### config.mk
export PLATFORM = sky130hd
export DESIGN_NAME = ole_ctrl
export DESIGN_NICKNAME = d
export VERILOG_FILES = /design/src/hdl/ole_pkg.sv /design/src/hdl/ole_ctrl.sv
export SDC_FILE = /design/constraint.sdc
export NUM_CORES = 1
export LEC_CHECK = 0
export BUFFER_PORTS_ARGS = -buffer_cell sky130_fd_sc_hd__buf_2
export CAP_MARGIN = 20
export CORE_MARGIN = 2
export CORE_UTILIZATION = 35
export DETAILED_ROUTE_END_ITERATION = 7
export PLACE_DENSITY_LB_ADDON = 0.3
export SLEW_MARGIN = 10
export SYNTH_ARGS = -nofsm -noshare
export SYNTH_HDL_FRONTEND = slang
export SYNTH_SLANG_ARGS = --single-unit
### constraint.sdc
create_clock -name clk_i -period 3.3 [get_ports clk_i]
set_input_delay 0.495 -clock clk_i [delete_from_list [all_inputs] [get_ports clk_i]]
set_output_delay 0.495 -clock clk_i [all_outputs]
set_load 0.1 [all_outputs]
### src/hdl/ole_pkg.sv
package ole_pkg;

  localparam int unsigned CAPACITY_DEF      = 256;
  localparam int unsigned ELEMENT_WIDTH_DEF = 32;

  localparam int unsigned KIND_W   = 3;
  localparam int unsigned POS_W    = 9;
  localparam int unsigned VALUE_W  = 32;
  localparam int unsigned STATUS_W = 2;
  localparam int unsigned INDEX_W  = 9;
  localparam int unsigned COUNT_W  = 9;

  typedef enum logic [KIND_W-1:0] {
    KIND_INSERT,
    KIND_REMOVE,
    KIND_GET,
    KIND_FIND,
    KIND_FIRST,
    KIND_LAST,
    KIND_CLEAR,
    KIND_NONE
  } kind_e;

  typedef enum logic [STATUS_W-1:0] {
    ST_OK,
    ST_FULL,
    ST_BADPOS,
    ST_EMPTY
  } status_e;

  typedef struct packed {
    logic cap;
    logic issue;
    logic take;
    logic up_step;
    logic ins_write;
    logic down_step;
    logic rm_done;
    logic find_step;
  } dp_cmd_t;

  typedef struct packed {
    logic imm;
    logic more_up;
    logic more_down;
    logic find_hit;
    logic find_end;
  } dp_stat_t;

endpackage

### src/hdl/ole_ctrl.sv
module ole_ctrl (
  input  logic                         clk_i,
  input  logic                         rst_ni,
  input  logic                         start_i,
  input  logic [ole_pkg::KIND_W-1:0]   kind_i,
  input  ole_pkg::dp_stat_t            stat_i,
  output ole_pkg::dp_cmd_t             cmd_o,
  output logic                         busy_o,
  output logic                         done_o
);

  typedef enum logic [2:0] {
    S_IDLE,
    S_READ,
    S_TAKE,
    S_UP,
    S_INS,
    S_DOWN,
    S_FIND
  } state_e;

  state_e               state_q;
  logic                 done_q;
  ole_pkg::kind_e       kind_q;

  always_comb begin
    cmd_o = '0;
    case (state_q)
      S_IDLE: cmd_o.cap = start_i;
      S_READ: cmd_o.issue = 1'b1;
      S_TAKE: cmd_o.take = 1'b1;
      S_UP:   cmd_o.up_step = 1'b1;
      S_INS:  cmd_o.ins_write = 1'b1;
      S_DOWN: begin
        cmd_o.down_step = 1'b1;
        cmd_o.rm_done   = !stat_i.more_down;
      end
      S_FIND: cmd_o.find_step = 1'b1;
      default: cmd_o = '0;
    endcase
  end

  always_ff @(posedge clk_i or negedge rst_ni) begin
    if (!rst_ni) begin
      state_q <= S_IDLE;
      done_q  <= 1'b0;
      kind_q  <= ole_pkg::KIND_NONE;
    end else begin
      done_q <= 1'b0;
      case (state_q)
        S_IDLE: begin
          if (start_i) begin
            kind_q <= ole_pkg::kind_e'(kind_i);
            if (stat_i.imm) begin
              done_q <= 1'b1;
            end else begin
              case (ole_pkg::kind_e'(kind_i))
                ole_pkg::KIND_INSERT: state_q <= S_UP;
                ole_pkg::KIND_FIND:   state_q <= S_FIND;
                default:              state_q <= S_READ;
              endcase
            end
          end
        end
        S_READ: state_q <= S_TAKE;
        S_TAKE: begin
          if (kind_q == ole_pkg::KIND_REMOVE) begin
            state_q <= S_DOWN;
          end else begin
            state_q <= S_IDLE;
            done_q  <= 1'b1;
          end
        end
        S_UP: begin
          if (!stat_i.more_up) begin
            state_q <= S_INS;
          end
        end
        S_INS: begin
          state_q <= S_IDLE;
          done_q  <= 1'b1;
        end
        S_DOWN: begin
          if (!stat_i.more_down) begin
            state_q <= S_IDLE;
            done_q  <= 1'b1;
          end
        end
        S_FIND: begin
          if (stat_i.find_hit || stat_i.find_end) begin
            state_q <= S_IDLE;
            done_q  <= 1'b1;
          end
        end
        default: state_q <= S_IDLE;
      endcase
    end
  end

  assign busy_o = (state_q != S_IDLE);
  assign done_o = done_q;

endmodule

[Yosys cells after proc, flatten, opt, wreduce, memory -nomap -nowiden]
Cells that the tools add are included.
Operators by class
  muxes and demuxes: 21
  equal/unequal tests: 13
  reduce and logical (&&, ||, !) cells: 7
Operators with widths (number)
  $mux W3: 6
  $pmux W3 S6: 1
  $mux W1: 11
  $ne A2 B2 Y1 const B: 5
  $eq A3 B2 Y1 const B: 3
  $eq A3 B3 Y1 const B: 3
  $eq A3 B1 Y1 const B: 2
  $logic_not A3 Y1: 2
  $pmux W3 S2: 1
  $pmux W1 S5: 1
  $reduce_and A5 Y1: 1
  $reduce_bool A3 Y1: 1
  $mux W2: 1
  $reduce_and A2 Y1: 1
  $logic_not A1 Y1: 1
  $logic_or A1 B1 Y1: 1
Storage, ports and cells
  logic and storage cells: 44
  bits of input ports: 11
  register bits after elaboration: 7
  output and inout port bits: 10

[Longest topological paths before layout]
Gate-level depths: netlist (run 1).
  depth in word-level cells: 5
  mapped depth: 5
  mapped depth without buffers: 4

[Worst setup path after synthesis (run 1)]
Ideal clock, no wire load.
  path kind: reg-to-output
  start point: register state_q[1]
  end point: output port cmd_o[1] (netlist name)
  required time: 2.805 ns
  stages on the path, launching flop included: 3
  buffers on the path: 0
  arrival time: 2.663 ns
  slack: 0.142 ns
  cells stage by stage: dfrtp_1 > nand2b_2 > nor3_1
RTL lines
  start, declared: line ole_ctrl.sv:22  | state_e state_q;
  start signal, assigned: line ole_ctrl.sv:45  | state_q <= S_IDLE;
  start signal, assigned: line ole_ctrl.sv:58  | ole_pkg::KIND_INSERT: state_q <= S_UP;
  start signal, assigned: line ole_ctrl.sv:59  | ole_pkg::KIND_FIND: state_q <= S_FIND;
  end, declared: line ole_ctrl.sv:7  | output ole_pkg::dp_cmd_t cmd_o,

==> metrics.cfg, run 1 <==
[floorplan]
core_um2 = 1320
io_pins = 21
die_y_um = 41.8
rows = 13
die_area_um2 = 1740
start_util_pct = 37.9
die_x_um = 41.8

[sta]
finalCriticalPeriod_ps = 2380
worst_slew_pin_slew_ps = 494
finClkSkew_ps = 3.25
finalSetupTns_ps = 0
finalHoldViolCount = 0
maxSlewHeadroom_pct = 67.3
fmax_mhz = 420
setup_viol = 0
finalMaxSlewViolations = 0
finalCritPeriodShare_pct = 72.1
rsz0062_at_grt = false
worst_slack_ps = 920

[layout]
area_growth_pct = 24.3
layout_common_cells = buf_2, nor2_1, mux2_1, dfrtp_1
fin_nets = 85
multi_input_area_um2 = 285
regArea_um2 = 179
antennaDiodeCount = 0
fill_cells = 140
mostFrequentLayoutCell = buf_2
drive_gt1_share_pct = 42.5

[routing]
via_per_inst = 4.99
drc = 0
drt-pass1-iter-count = 4
vias = 439
totalWireLength_um = 969
antenna_left = 0
drt-initial-drc-count = 5
avgRoutedWirePerCell_um = 11.0

[global_routing]
grt_overflow = 0
grt_most_used_layer = met2
grt_use_total_pct = 13.2
antenna_found_initial = 0
grt_pass1_vias = 413
use_met1_pct = 16.4
grt_pass1_wl_um = 1750
gr-usage-met3_pct = 3.04
met2_usage_pct = 20.6
grt_max_degree = 14

[critical_path]
crit_chain = or3_1, nor2_8, buf_2
critPathMaxStageDelay_ps = 550
critPathTopFamily = simple AND/OR/NAND/NOR gates
crit_arrival_ps = 1890
cp_slowest_cell = or3_1
end_kind = output port
start_kind = flip-flop
crit_buf_inv = 1
required_ps = 2800
critPathKind = reg2out
path_max_fanout = 12

[synth]
synth.avg_cell_area_um2 = 9.60
ys_ff_latch = 7
syn_nets = 63
synth_warnings = 0
synthesis.instances = 52
ys_seq_area_share_pct = 35.8
yosysUniqueCellTypes = 33
syn_area_um2 = 499

[clock_tree]
cts_buffers = 3
cts_tree = done
path_clk_slew_ps = 50
cts-resized-gates = 0
clock-sinks = 7
cts.htree.levels = 1
post-cts-setup-buffers = 0
insertion_delay_ps = 240
clock-root-buffer = clkbuf_4
hold_buffers = 0
clock_path_buffers = 2

[placement]
pre_cts_slack_ps = 1170
port_buffers = 20
gp_congestion = 0.748
hpwl_um = 823

[job]
cap_violations = 0

[run_status]
status = finished, final reports clean

[min_path]
hold_class = in2async

-- cells by family (layout without fill, tap and decap cells) --
kind of cell           Yosys count  after routing  share of synthesized area, %
multiplexers                     5              5                          11.3
AND/OR/NAND/NOR                 21             21                          27.1
flip-flops                       7              7                          35.8
buffers and inverters            6             27                          7.02
XOR/XNOR                         1              1                          1.75
AO/OA/AOI/OAI                   12             12                          17.0
-- layout make-up --
| class | instances | area share (%) |
|---|---|---|
| clock buffers | 4 | 4.23 |
| inverters | 3 | 1.81 |
| multi-input cells | 39 | 46.0 |
| flip-flops and latches | 7 | 28.8 |
| well taps | 15 | 3.02 |
| repair buffers | 20 | 16.1 |
-- sequential cells by signal, indices dropped and copies added (netlist names) --
| signal | cells |
|---|---|
| state_q | 3 |
| done_o | 1 |
| kind_q | 3 |
-- stage by stage --
| step | utilization (%) | cell area (um^2) | cells | hold WS, ps |
|---|---|---|---|---|
| 3_5_place_dp | 45.1 | 594 | 84 | 334 |
| 3_3_place_gp | 45.1 | 594 | 84 | 334 |
| 2_1_floorplan | - | 499 | 52 | 199 |
| 5_1_grt | 47.1 | 621 | 88 | 72.4 |
| 4_1_cts | 47.1 | 621 | 88 | 69.5 |
| 6_report | 47.1 | 621 | 88 | 73.8 |
-- worst reg2reg max path: stages, from the launching register on --
cell,delay [ps]
dfrtp_1,490
or3_1,560
nor2_8,160
mux2_1,330
-- metal layers --
layer / vias up / part of all wire [%] / routed length [um]
met2: 15 / 47 / 452
met3: 4 / 5.4 / 52
met1: 190 / 46 / 442
met4: 0 / 2.3 / 22
li1: 230 / - / -
met5: - / 0 / 0
-- synthesized netlist by cell type --
cell type	n	area (um^2)
a21oi_1	1	5.00
o31a_1	1	8.76
nor2b_1	1	6.26
nand3_1	1	5.00
o22a_1	1	8.76
dfstp_2	3	78.8
o2bb2ai_1	1	8.76
and3b_1	1	8.76
a22oi_1	1	7.51
nor3_1	3	15.0
nor2_1	6	22.5
or2b_1	1	7.51
nor3b_1	1	7.51
o31ai_1	1	7.51
o22ai_1	1	6.26
inv_1	2	7.51
and2_1	1	6.26
buf_6	1	11.3
o21ai_0	1	5.00
nand2_1	1	3.75
buf_4	1	7.51
nor4b_1	1	8.76
dfrtp_1	4	100
buf_2	1	5.00
or3_1	1	6.26
inv_2	1	3.75
nor2_8	1	20.0
mux2_1	5	56.3
o31ai_2	1	12.5
xor2_1	1	8.76
o21ai_1	3	15.0
nand2b_2	1	8.76
and2b_2	1	8.76
-- final timing paths --
check,startpoint,end,slack (ps),cells past startpoint
max in group asynchronous,rst_ni,kind_q[0],3000,1
max reg2reg,state_q[0],kind_q[2],1690,3
min reg2reg,kind_q[0],kind_q[0],640,1
min in group clk_i,stat_i[4],done_o,510,3
max,state_q[0],cmd_o[7],920,3
min,rst_ni,done_o,70,1
Power of run 1 is left out: the tool's default activity adds up to more than one toggle a clock period on the data nets, which glitch-free logic cannot reach.
==> run 2, diff against run 1 <==
==> constraint.sdc (replaced) <==
create_clock -name clk_i -period 1.95 [get_ports clk_i]
set_input_delay 0.2925 -clock clk_i [delete_from_list [all_inputs] [get_ports clk_i]]
set_output_delay 0.2925 -clock clk_i [all_outputs]
set_load 0.1 [all_outputs]
==> metrics.cfg, run 2 (synthesized netlist as in run 1, its figures left out) <==
[run_status]
status = finished, final reports clean  ; unchanged

[global_routing]
antenna_found_initial = 0  ; unchanged
grt_use_total_pct = 14.3  ; was 13.2%
grt_max_degree = 14  ; unchanged
grt_overflow = 0  ; unchanged
grt_pass1_wl_um = 1870  ; was 1750 um
grt_pass1_vias = 449  ; was 413

[placement]
hpwl_um = 898  ; was 823 um
port_buffers = 20  ; unchanged
dpl_cell_area_um2 = 667  ; was 594 um^2
gp_congestion = 0.725  ; was 0.748

[floorplan]
io_pins = 21  ; unchanged
core_um2 = 1320  ; unchanged
start_util_pct = 37.9  ; unchanged
die_area_um2 = 1740  ; unchanged
die_y_um = 41.8  ; unchanged
rows = 13  ; unchanged
die_x_um = 41.8  ; unchanged

[critical_path]
start_kind = flip-flop  ; unchanged
reg2reg_depth = 4  ; was 3
cp_slowest_cell = dfrtp_1  ; was or3_1
crit_arrival_ps = 1560  ; was 1890 ps
crit_buf_inv = 1  ; unchanged
end_kind = output port  ; unchanged
critPathMaxStageDelay_ps = 510  ; was 550 ps
critPathTopFamily = simple AND/OR/NAND/NOR gates  ; unchanged
critPathKind = reg2out  ; unchanged
cp.depth = 3  ; unchanged
required_ps = 1660  ; was 2800 ps
crit_chain = or3_4, nor2_8, buf_12  ; was or3_1, nor2_8, buf_2
path_max_fanout = 13  ; was 12

[routing]
drc = 0  ; unchanged
antenna_left = 0  ; unchanged
avgRoutedWirePerCell_um = 12.0  ; was 11.0 um
drt-initial-drc-count = 1  ; was 5
drt-pass1-iter-count = 2  ; was 4
totalWireLength_um = 1080  ; was 969 um
vias = 447  ; was 439
via_per_inst = 4.97  ; was 4.99

[sta]
finalCritPeriodShare_pct = 95.0
maxSlewHeadroom_pct = 67.8  ; was 67.3%
finalHoldViolCount = 0  ; unchanged
worst_slew_pin_slew_ps = 487  ; was 494 ps
finClkSkew_ps = 3.61  ; was 3.25 ps
fmax_mhz = 540
finalCriticalPeriod_ps = 1850
setup_viol = 0  ; unchanged
rsz0062_at_grt = false  ; unchanged
finalMaxSlewViolations = 0  ; unchanged

[clock_tree]
clock-sinks = 7  ; unchanged
path_clk_slew_ps = 50  ; about the same
insertion_delay_ps = 250  ; was 240 ps
cts.htree.levels = 1  ; unchanged
clock-root-buffer = clkbuf_4  ; unchanged
cts_tree = done  ; unchanged
clock_path_buffers = 2  ; unchanged
cts_buffers = 3  ; unchanged

[layout]
mostFrequentLayoutCell = buf_2  ; unchanged
multi_input_area_um2 = 310  ; was 285 um^2
fill_cells = 123  ; was 140
drive_gt1_share_pct = 52.0  ; was 42.5%
regArea_um2 = 179  ; unchanged
area_growth_pct = 42.4  ; was 24.3%
antennaDiodeCount = 0  ; unchanged
layout_common_cells = buf_2, mux2_1, nor2_2, clkbuf_4, dfrtp_1  ; was buf_2, nor2_1, mux2_1, dfrtp_1
utilization_pct = 53.9  ; was 47.1%
finish.instance_area_um2 = 711  ; was 621 um^2
fin_nets = 87  ; was 85

[min_path]
whs_path_depth = 3
hold_class = in2reg  ; was in2async

[job]
cap_violations = 0  ; unchanged

==> run 2: cell types whose count changed in the layout (fill, tap and decap cells not counted) <==
| cell | delta |
|---|---|
| buf_4 | +1 |
| nor3_1 | -2 |
| nor3_2 | +2 |
| clkbuf_4 | +1 |
| or3_4 | +1 |
| nor2_2 | +4 |
| or3_1 | -1 |
| nor2_1 | -4 |
| dlygate4sd3_1 | +1 |
| buf_12 | +3 |
| buf_2 | -4 |
==> run 2: final timing paths <==
kind	from	endpoint	slack, ps
max reg2reg	state_q[2]	state_q[2]	340
min reg2reg	kind_q[2]	kind_q[2]	650
max	state_q[2]	cmd_o[7]	100
min	stat_i[4]	done_o	300
max in group asynchronous	rst_ni	kind_q[1]	1310
min in group asynchronous	rst_ni	done_o	410
==> run 2: worst reg2reg max path, stage by stage (launching register included) <==
cell and delay (ps):
dfrtp_1 570, nor4b_1 270, o21ai_1 150, o21ai_1 150
mux2_1 350
==> run 2: cell type report <==
type / instances / share of cell area (%)
multi-input cells: 39 / 43.7
flip-flops and latches: 7 / 25.2
repair buffers: 22 / 23.2
clock buffers: 4 / 3.70
well taps: 15 / 2.64
inverters: 3 / 1.58
==> run 2: what timing repair did <==
| item | CTS | global route |
|---|---|---|
| setup buffers | 0 | 0 |
| pin swaps | 0 | 0 |
| gates resized for setup | 1 | 1 |
| hold endpoints to repair | 4 | 0 |
| hold buffers | 1 | 0 |
| endpoints found under the setup margin | 1 | 1 |
==> run 2: through the flow <==
step / TNS (ps) / setup slack [ps] / std cells / hold WS, ps
after floorplan: -298 / -173 / 52 / -3.09
after global placement: 0 / 239 / 85 / 135
after detailed placement: 0 / 222 / 85 / 138
after CTS: 0 / 80.0 / 90 / 294
after global routing: 0 / 11.4 / 90 / 316
final: 0 / 97.3 / 90 / 298
==> run 2: metal layers <==
metal / vias to the layer above / wire, um / global-route usage (%)
li1: 233 / - / -
met1: 201 / 434 / 14.5
met2: 13 / 584 / 25.0
met3: 0 / 61 / 2.61
met4: 0 / 0 / 11.6
met5: - / 0 / 0
Power of run 2 is left out for the same reason.
