===== src/hdl/ole_pkg.sv =====
package ole_pkg;

  localparam int unsigned CAPACITY_DEF      = 256;
  localparam int unsigned ELEMENT_WIDTH_DEF = 32;

  localparam int unsigned KIND_W   = 3;
  localparam int unsigned POS_W    = 9;
  localparam int unsigned VALUE_W  = 32;
  localparam int unsigned STATUS_W = 2;
  localparam int unsigned INDEX_W  = 9;
  localparam int unsigned COUNT_W  = 9;

  typedef enum logic [KIND_W-1:0] {
    KIND_INSERT,
    KIND_REMOVE,
    KIND_GET,
    KIND_FIND,
    KIND_FIRST,
    KIND_LAST,
    KIND_CLEAR,
    KIND_NONE
  } kind_e;

  typedef enum logic [STATUS_W-1:0] {
    ST_OK,
    ST_FULL,
    ST_BADPOS,
    ST_EMPTY
  } status_e;

  typedef struct packed {
    logic cap;
    logic issue;
    logic take;
    logic up_step;
    logic ins_write;
    logic down_step;
    logic rm_done;
    logic find_step;
  } dp_cmd_t;

  typedef struct packed {
    logic imm;
    logic more_up;
    logic more_down;
    logic find_hit;
    logic find_end;
  } dp_stat_t;

endpackage


===== src/hdl/ole_dp.sv =====
module ole_dp #(
  parameter int unsigned CAPACITY      = ole_pkg::CAPACITY_DEF,
  parameter int unsigned ELEMENT_WIDTH = ole_pkg::ELEMENT_WIDTH_DEF
) (
  input  logic                                      clk_i,
  input  logic                                      rst_ni,
  input  ole_pkg::dp_cmd_t                          cmd_i,
  output ole_pkg::dp_stat_t                         stat_o,
  input  logic [ole_pkg::KIND_W-1:0]                kind_i,
  input  logic [ole_pkg::POS_W-1:0]                 position_i,
  input  logic [ole_pkg::VALUE_W-1:0]               value_i,
  output logic                                      ram_we_o,
  output logic [((CAPACITY > 1) ? $clog2(CAPACITY) : 1)-1:0] ram_waddr_o,
  output logic [ELEMENT_WIDTH-1:0]                  ram_wdata_o,
  output logic [((CAPACITY > 1) ? $clog2(CAPACITY) : 1)-1:0] ram_raddr_o,
  input  logic [ELEMENT_WIDTH-1:0]                  ram_rdata_i,
  output logic [ole_pkg::STATUS_W-1:0]              status_o,
  output logic [ole_pkg::VALUE_W-1:0]               element_o,
  output logic signed [ole_pkg::INDEX_W-1:0]        found_index_o,
  output logic [ole_pkg::COUNT_W-1:0]               count_o
);

  localparam int unsigned AW   = (CAPACITY > 1) ? $clog2(CAPACITY) : 1;
  localparam int unsigned CW   = $clog2(CAPACITY + 1);
  localparam int unsigned CMPW = (CW > ole_pkg::POS_W) ? CW : ole_pkg::POS_W;

  logic [CW-1:0]                    cnt_q;
  logic [CW-1:0]                    ptr_q;
  logic [CMPW-1:0]                  pos_q;
  logic [ELEMENT_WIDTH-1:0]         val_q;
  logic                             wr_pend_q;
  logic [AW-1:0]                    wr_addr_q;
  logic                             cmp_pend_q;
  logic [AW-1:0]                    cmp_idx_q;
  ole_pkg::status_e                 status_q;
  logic [ole_pkg::VALUE_W-1:0]      elem_q;
  logic [ole_pkg::INDEX_W-1:0]      fidx_q;

  logic [CMPW-1:0]                  pos_x;
  logic [CMPW-1:0]                  cnt_x;
  logic                             imm;
  ole_pkg::status_e                 imm_st;
  logic [CW-1:0]                    ptr_init;
  logic [CW-1:0]                    ptr_m1;
  logic [CW-1:0]                    ptr_p1;
  logic                             more_up;
  logic                             more_down;
  logic                             scan_more;
  logic                             hit;

  assign pos_x  = CMPW'(position_i);
  assign cnt_x  = CMPW'(cnt_q);
  assign ptr_m1 = ptr_q - CW'(1);
  assign ptr_p1 = ptr_q + CW'(1);

  always_comb begin
    imm      = 1'b0;
    imm_st   = ole_pkg::ST_OK;
    ptr_init = '0;
    case (ole_pkg::kind_e'(kind_i))
      ole_pkg::KIND_INSERT: begin
        ptr_init = cnt_q;
        if (cnt_q == CW'(CAPACITY)) begin
          imm    = 1'b1;
          imm_st = ole_pkg::ST_FULL;
        end else if (pos_x > cnt_x) begin
          imm    = 1'b1;
          imm_st = ole_pkg::ST_BADPOS;
        end
      end
      ole_pkg::KIND_REMOVE, ole_pkg::KIND_GET: begin
        ptr_init = CW'(position_i);
        if (cnt_q == '0) begin
          imm    = 1'b1;
          imm_st = ole_pkg::ST_EMPTY;
        end else if (pos_x >= cnt_x) begin
          imm    = 1'b1;
          imm_st = ole_pkg::ST_BADPOS;
        end
      end
      ole_pkg::KIND_FIRST, ole_pkg::KIND_LAST: begin
        if (ole_pkg::kind_e'(kind_i) == ole_pkg::KIND_LAST) begin
          ptr_init = cnt_q - CW'(1);
        end
        if (cnt_q == '0) begin
          imm    = 1'b1;
          imm_st = ole_pkg::ST_EMPTY;
        end
      end
      ole_pkg::KIND_CLEAR, ole_pkg::KIND_NONE: imm = 1'b1;
      default: imm = 1'b0;
    endcase
  end

  assign more_up   = (CMPW'(ptr_q) > pos_q);
  assign more_down = ({1'b0, ptr_q} + (CW + 1)'(1)) < {1'b0, cnt_q};
  assign scan_more = (ptr_q < cnt_q);
  assign hit       = cmp_pend_q && (ram_rdata_i == val_q);

  assign stat_o.imm       = imm;
  assign stat_o.more_up   = more_up;
  assign stat_o.more_down = more_down;
  assign stat_o.find_hit  = hit;
  assign stat_o.find_end  = !cmp_pend_q && !scan_more;

  always_comb begin
    ram_raddr_o = ptr_q[AW-1:0];
    if (cmd_i.up_step) begin
      ram_raddr_o = ptr_m1[AW-1:0];
    end else if (cmd_i.down_step) begin
      ram_raddr_o = ptr_p1[AW-1:0];
    end
  end

  assign ram_we_o    = cmd_i.ins_write || wr_pend_q;
  assign ram_waddr_o = cmd_i.ins_write ? pos_q[AW-1:0] : wr_addr_q;
  assign ram_wdata_o = cmd_i.ins_write ? val_q : ram_rdata_i;

  always_ff @(posedge clk_i or negedge rst_ni) begin
    if (!rst_ni) begin
      cnt_q      <= '0;
      wr_pend_q  <= 1'b0;
      cmp_pend_q <= 1'b0;
    end else begin
      if (cmd_i.cap) begin
        wr_pend_q  <= 1'b0;
        cmp_pend_q <= 1'b0;
        if (ole_pkg::kind_e'(kind_i) == ole_pkg::KIND_CLEAR) begin
          cnt_q <= '0;
        end
      end
      if (cmd_i.up_step || cmd_i.down_step) begin
        wr_pend_q <= cmd_i.up_step ? more_up : more_down;
      end
      if (cmd_i.ins_write) begin
        cnt_q <= cnt_q + CW'(1);
      end
      if (cmd_i.rm_done) begin
        cnt_q <= cnt_q - CW'(1);
      end
      if (cmd_i.find_step) begin
        cmp_pend_q <= scan_more && !hit;
      end
    end
  end

  always_ff @(posedge clk_i) begin
    if (cmd_i.cap) begin
      ptr_q <= ptr_init;
      pos_q <= pos_x;
      val_q <= ELEMENT_WIDTH'(value_i);
      if (imm) begin
        status_q <= imm_st;
        elem_q   <= '0;
        fidx_q   <= '0;
      end
    end
    if (cmd_i.take) begin
      status_q <= ole_pkg::ST_OK;
      elem_q   <= ole_pkg::VALUE_W'(ram_rdata_i);
      fidx_q   <= '0;
    end
    if (cmd_i.up_step && more_up) begin
      ptr_q     <= ptr_m1;
      wr_addr_q <= ptr_q[AW-1:0];
    end
    if (cmd_i.down_step && more_down) begin
      ptr_q     <= ptr_p1;
      wr_addr_q <= ptr_q[AW-1:0];
    end
    if (cmd_i.ins_write) begin
      status_q <= ole_pkg::ST_OK;
      elem_q   <= '0;
      fidx_q   <= '0;
    end
    if (cmd_i.find_step) begin
      if (scan_more && !hit) begin
        ptr_q     <= ptr_p1;
        cmp_idx_q <= ptr_q[AW-1:0];
      end
      if (hit) begin
        status_q <= ole_pkg::ST_OK;
        elem_q   <= '0;
        fidx_q   <= ole_pkg::INDEX_W'(cmp_idx_q);
      end else if (!cmp_pend_q && !scan_more) begin
        status_q <= ole_pkg::ST_EMPTY;
        elem_q   <= '0;
        fidx_q   <= '1;
      end
    end
  end

  assign status_o      = status_q;
  assign element_o     = elem_q;
  assign found_index_o = $signed(fidx_q);
  assign count_o       = ole_pkg::COUNT_W'(cnt_q);

endmodule


===== config.mk =====
export PLATFORM = sky130hd
export DESIGN_NAME = ole_dp
export DESIGN_NICKNAME = d
export VERILOG_FILES = /design/src/hdl/ole_pkg.sv /design/src/hdl/ole_dp.sv
export SDC_FILE = /design/constraint.sdc
export NUM_CORES = 1
export LEC_CHECK = 0
export BUFFER_PORTS_ARGS = -buffer_cell sky130_fd_sc_hd__buf_2
export CAP_MARGIN = 30
export CELL_PAD_IN_SITES_DETAIL_PLACEMENT = 0
export CELL_PAD_IN_SITES_GLOBAL_PLACEMENT = 1
export CORE_ASPECT_RATIO = 0.9
export CORE_UTILIZATION = 25
export DETAILED_ROUTE_END_ITERATION = 16
export PLACE_DENSITY = 0.58
export SLEW_MARGIN = 20
export SYNTH_ARGS = -nofsm -noshare
export SYNTH_HDL_FRONTEND = slang
export SYNTH_SLANG_ARGS = --single-unit

===== constraint.sdc =====
create_clock -name clk_i -period 4 [get_ports clk_i]
set_clock_uncertainty 0.2 [all_clocks]
set_input_delay 0.4 -clock clk_i [delete_from_list [all_inputs] [get_ports clk_i]]
set_output_delay 0.4 -clock clk_i [all_outputs]
set_load 0.02 [all_outputs]

# [Yosys cells after proc, flatten, opt, wreduce, memory -nomap -nowiden]
# Cells that the tools add are included.
[word_totals] reg_bits=120 in_bits=86 out_inout_bits=106
[classes] n_addsub=5 n_lt_le_gt_ge=5 eq_ne=8 mux=54 reduce_logical=22
[op_table] cell="$mux 32" n=8
[op_table] cell="$mux 9" n=17
[op_table] cell="$mux 8" n=5
[op_table] cell="$eq 32x32->1" n=1
[op_table] cell="$pmux 9 s3" n=1
[op_table] cell="$mux 2" n=12
[op_table] cell="$add 9x1->9 const B" n=2
[op_table] cell="$gt 9x9->1" n=2
[op_table] cell="$sub 9x1->9 const B" n=2
[op_table] cell="$eq 3x3->1 const B" n=4
[op_table] cell="$add 9x1->10 const B" n=1
[op_table] cell="$lt 10x9->1" n=1
[op_table] cell="$eq 9x9->1 const B" n=1
[op_table] cell="$ge 9x9->1" n=1
[op_table] cell="$logic_not 9->1" n=1
[op_table] cell="$lt 9x9->1" n=1
[op_table] cell="$mux 1" n=9
[op_table] cell="$pmux 2 s3" n=1
[op_table] cell="$reduce_bool 2->1" n=3
[op_table] cell="$reduce_bool 3->1" n=2
[op_table] cell="$reduce_or 2->1" n=3
[op_table] cell="$logic_and 1x1->1" n=5
[op_table] cell="$pmux 1 s4" n=1
[op_table] cell="$reduce_and 2->1" n=2
[op_table] cell="5 further kinds" n=8

# [Longest topological paths before layout]
[logic_depth] depth_word=11 depth_mapped=13

# [Worst setup path after synthesis]
# OpenSTA, ideal clock, no wires.
[synth_timing] kind="register to register" startpoint="register ptr_q[4]" endpoint="register wr_addr_q[0], enable pin" setup_ps=334 t_arrival_ps=2724 setup_slack_ps=742 stages_incl_launch_ff=11 synth_period_minus_slack_ps=3258 path_cell_list="dfxtp_1 clkbuf_1 nand2_1 nor3_1 xor2_1 ha_1 a21oi_1 nor2b_1 a311o_1 a211oi_1 nand2b_1"
[synth_via] elab_chain_cells=4 elab_cells_between_ends=6
[synth_lines] element="from (decl)" line_no="ole_dp.sv:28" source="logic [CW-1:0] ptr_q;"
[synth_lines] element="from (signal assigned)" line_no="ole_dp.sv:149" source="ptr_q <= ptr_init;"
[synth_lines] element="from (signal assigned)" line_no="ole_dp.sv:164" source="ptr_q <= ptr_m1;"
[synth_lines] element="from (signal assigned)" line_no="ole_dp.sv:168" source="ptr_q <= ptr_p1;"
[synth_lines] element="$add 9x1->10" line_no="ole_dp.sv:96" source="assign more_down = ({1'b0, ptr_q} + (CW + 1)'(1)) < {1'b0, cnt_q};"
[synth_lines] element="$lt 10x9->1" line_no="ole_dp.sv:96"
[synth_lines] element="$logic_and 1x1->1" line_no="ole_dp.sv:167" source="if (cmd_i.down_step && more_down) begin"
[synth_lines] element="$reduce_bool 2->1 (no line) (*)"
[synth_lines] element="to (signal assigned)" line_no="ole_dp.sv:165" source="wr_addr_q <= ptr_q[AW-1:0];"
[synth_lines] element="to (signal assigned)" line_no="ole_dp.sv:169" source="wr_addr_q <= ptr_q[AW-1:0];"
[synth_lines] element="to (decl)" line_no="ole_dp.sv:32" source="logic [AW-1:0] wr_addr_q;"
# Every way passes the cells marked *; elsewhere a longest branch is shown, timed or not.
# A chain may end at the register's enable or synchronous reset.

==> metrics.yaml <==
die:
  dieArea_um2: 29000
  dieWidth_um: 180
  initial_core_util: 0.254
  die_h_um: 162
  core_area_um2: 27900
  ios: 192
  row_count: 58
drt:
  drt-total-wl_mm: 25.0
  viasPerCell: 4.88
  highest_layer: "met4"
  antenna_left: 0
  first_iter_violations: 424
  drt-pass1-iter-count: 11
  wl_met3_mm: 1.21
  met2_length_mm: 10.9
  drt-met1-wl_mm: 12.4
  vias: 6426
  drc: 7
  wl_per_cell_um: 19.0
sta:
  clock.fmax_ghz: 0.269
  tns_ns: 0
  whs_ns: 0.0337
  final-hold-violation-count: 0
  slew_violations: 0
  final.min_clock_period_ns: 3.72
  layout_worst_path_cycle_share: 0.931
  slew_headroom: 0.428
  tightest_slew_ns: 0.859
  rsz0062_at_grt: "no"
  setup_viol: 0
synthesis:
  yosysSeqAreaShare: 0.427
  async_flop_share: 0.0917
  synth_flop_cell: "edfxtp_1"
  avgSynthCellArea_um2: 9.89
  synth.distinct_cells: 66
  syn_nets: 841
  yosys-top-cells-count: "72 x nor2_1, 57 x edfxtp_1, 52 x dfxtp_1"
  yosysMostFrequentCell: "nor2_1"
  yosysTopAreaCellShare: 0.241
  yosys_warnings: 0
  synth_top_area_cell: "edfxtp_1"
  synth_area_leaders: "edfxtp_1 24%, dfxtp_1 15%, mux2_2 6.8%, ha_1 6.7%, a22oi_1 4.3%"
  synthCells: 717
  synth-edff-count: 57
  synth_seq_cells: 120
  netlist_area_um2: 7090
placement:
  port_buffers: 190
  place.gp.congestion: 0.800
  dp.final_hpwl_mm: 18.7
cts:
  root_buffer: "clkbuf_16"
  cts_setup_buffers: 0
  cts_buffer_depth: 2
  cts.sinks: 120
  clock_latency_ns: 0.43
  cts_made_buffers: 17
  clk_pin_slew_ns: 0.06
  cts_tree: "done"
  cts_hold_buf: 34
  htreeDepth: 4
  cts.repair.resized: 0
global_routing:
  grt_pass1_vias: 6092
  grt_max_degree: 46
  groute.usage.overall: 0.172
  grt_first_pass_wirelength_mm: 37.3
  grt_antenna_before_repair: 1
  overflow: 0
final_layout:
  areaGrowthSynthToFinish_pct: 33.9
  fill_cells: 2889
  layout.nets: 1066
  final_layout_size_suffix_gt1_frac: 0.326
power_and_ir_drop:
  power_frac_comb: 0.472
  p_seq_frac: 0.282
  internal-power_mw: 3.93
  power_density_nw_per_um2: 707
  p_total_mw: 6.71
  ir_drop_mv: 0.380
  power_switching_share: 0.415
  power_switching_mw: 2.79
  total_leakage_power_nw: 4.03
  pwr-share-clk: 0.246
status:
  violations: "design-rule violations"
  status: "finished with violations"
run:
  cap_violations: 0
critical_path:
  start_kind: "flip-flop"
  critPathCaptureType: "primary output"
  crit_fanout: 4
  cp_data_required_time_ns: 3.40
  critical_path_class: "flip-flop to primary output"
  cp.arrival_ns: 3.12
min_path:
  hp-class: "input port to flip-flop"
[flip-flops by register name (all words and copies together), names as in the netlist, 2 cells and up]
signal / count
cmp_idx_q: 8
count_o: 9
element_o: 32
found_index_o: 9
pos_q: 9
ptr_q: 9
status_o: 2
val_q: 32
wr_addr_q: 8
[worst paths after layout]
check	slack, ns	start	end	cells after the start
worst max-delay path	0.28	ptr_q[0]$_DFF_P_	stat_o[2]	10
worst min-delay path	0.03	position_i[8]	pos_q[8]$_DFFE_PP_	1
worst max register to register	0.43	ptr_q[0]$_DFF_P_	wr_addr_q[6]$_DFFE_PP_	11
worst min register to register	0.26	found_index_o[8]$_DFF_P_	found_index_o[8]$_DFF_P_	1
max in group asynchronous	3.13	rst_ni	wr_pend_q$_DFFE_PN0P_	2
min in group asynchronous	0.21	rst_ni	count_o[7]$_DFFE_PN0P_	2
[cell type report]
type	count	area, um^2	area share
multi-input combinational	516	3730	0.393
timing repair buffer	254	1520	0.160
clock inverter	7	71.3	0.00751
antenna	1	2.50	0.000264
clock buffer	25	571	0.0601
inverter	33	124	0.0130
sequential	120	3030	0.319
tap	360	450	0.0474
[placed cells by master (no fill, tap or decap), types with 23 or more instances in the layout]
| cell | count |
|---|---|
| a21oi_1 | 42 |
| a22oi_1 | 41 |
| buf_2 | 190 |
| buf_4 | 30 |
| dfxtp_1 | 52 |
| dlygate4sd3_1 | 34 |
| edfxtp_1 | 57 |
| ha_1 | 38 |
| inv_1 | 33 |
| mux2_2 | 43 |
| nand2_1 | 36 |
| nor2_1 | 72 |
| o21ai_0 | 23 |
| xnor2_1 | 34 |
| xor2_1 | 25 |
[kinds of logic (layout without fill, tap and decap cells)]
kind of cell | count (synthesis) | in the layout | share of synthesized area
AOI/OAI and AO/OA | 177 | 177 | 0.174
xor gates and xnor gates | 59 | 59 | 0.0729
adders and majority gates | 38 | 38 | 0.0671
buffers and inverters | 81 | 319 | 0.0484
DFF | 120 | 120 | 0.427
muxes | 46 | 46 | 0.0725
other | 0 | 1 | 0
and+or+nand+nor | 196 | 196 | 0.139
[through the flow]
stage | area, um^2 | setup WS [ns] | instances | util
global route | 9500 | 0.117 | 1316 | 0.340
detailed placement | 8510 | 0.449 | 1249 | 0.305
floorplan | 7090 | 0.742 | 717 | -
global placement | 8510 | 0.484 | 1249 | 0.305
CTS | 9490 | 0.322 | 1315 | 0.340
finish | 9500 | 0.276 | 1316 | 0.340
[per-layer routing]
metal	up-vias	global-route usage
met5	-	0
met4	0	0.0631
met3	26	0.0365
met2	186	0.253
met1	3096	0.245
li1	3118	-
[power groups by stage]
stage / combinational, mW / sequential, mW / clock, mW
after CTS: 3.17 / 1.89 / 1.69
after global placement: 3.13 / 1.91 / 0
after floorplan: 1.94 / 2.00 / 0
after detailed placement: 3.13 / 1.91 / 0
after global routing: 3.48 / 1.93 / 1.73
final: 3.17 / 1.89 / 1.65
[worst max-delay path, cell delays in order, from the launching register on]
cell and delay, ns:
dfxtp_1 0.43, ha_1 0.25, nand3_1 0.19, nor2_1 0.28, nand3_1 0.13, xnor2_1 0.22, ha_1 0.27, nor2b_1 0.13
a311o_1 0.35, a21oi_1 0.23, buf_2 0.22
(Power assumes the default switching activity.)
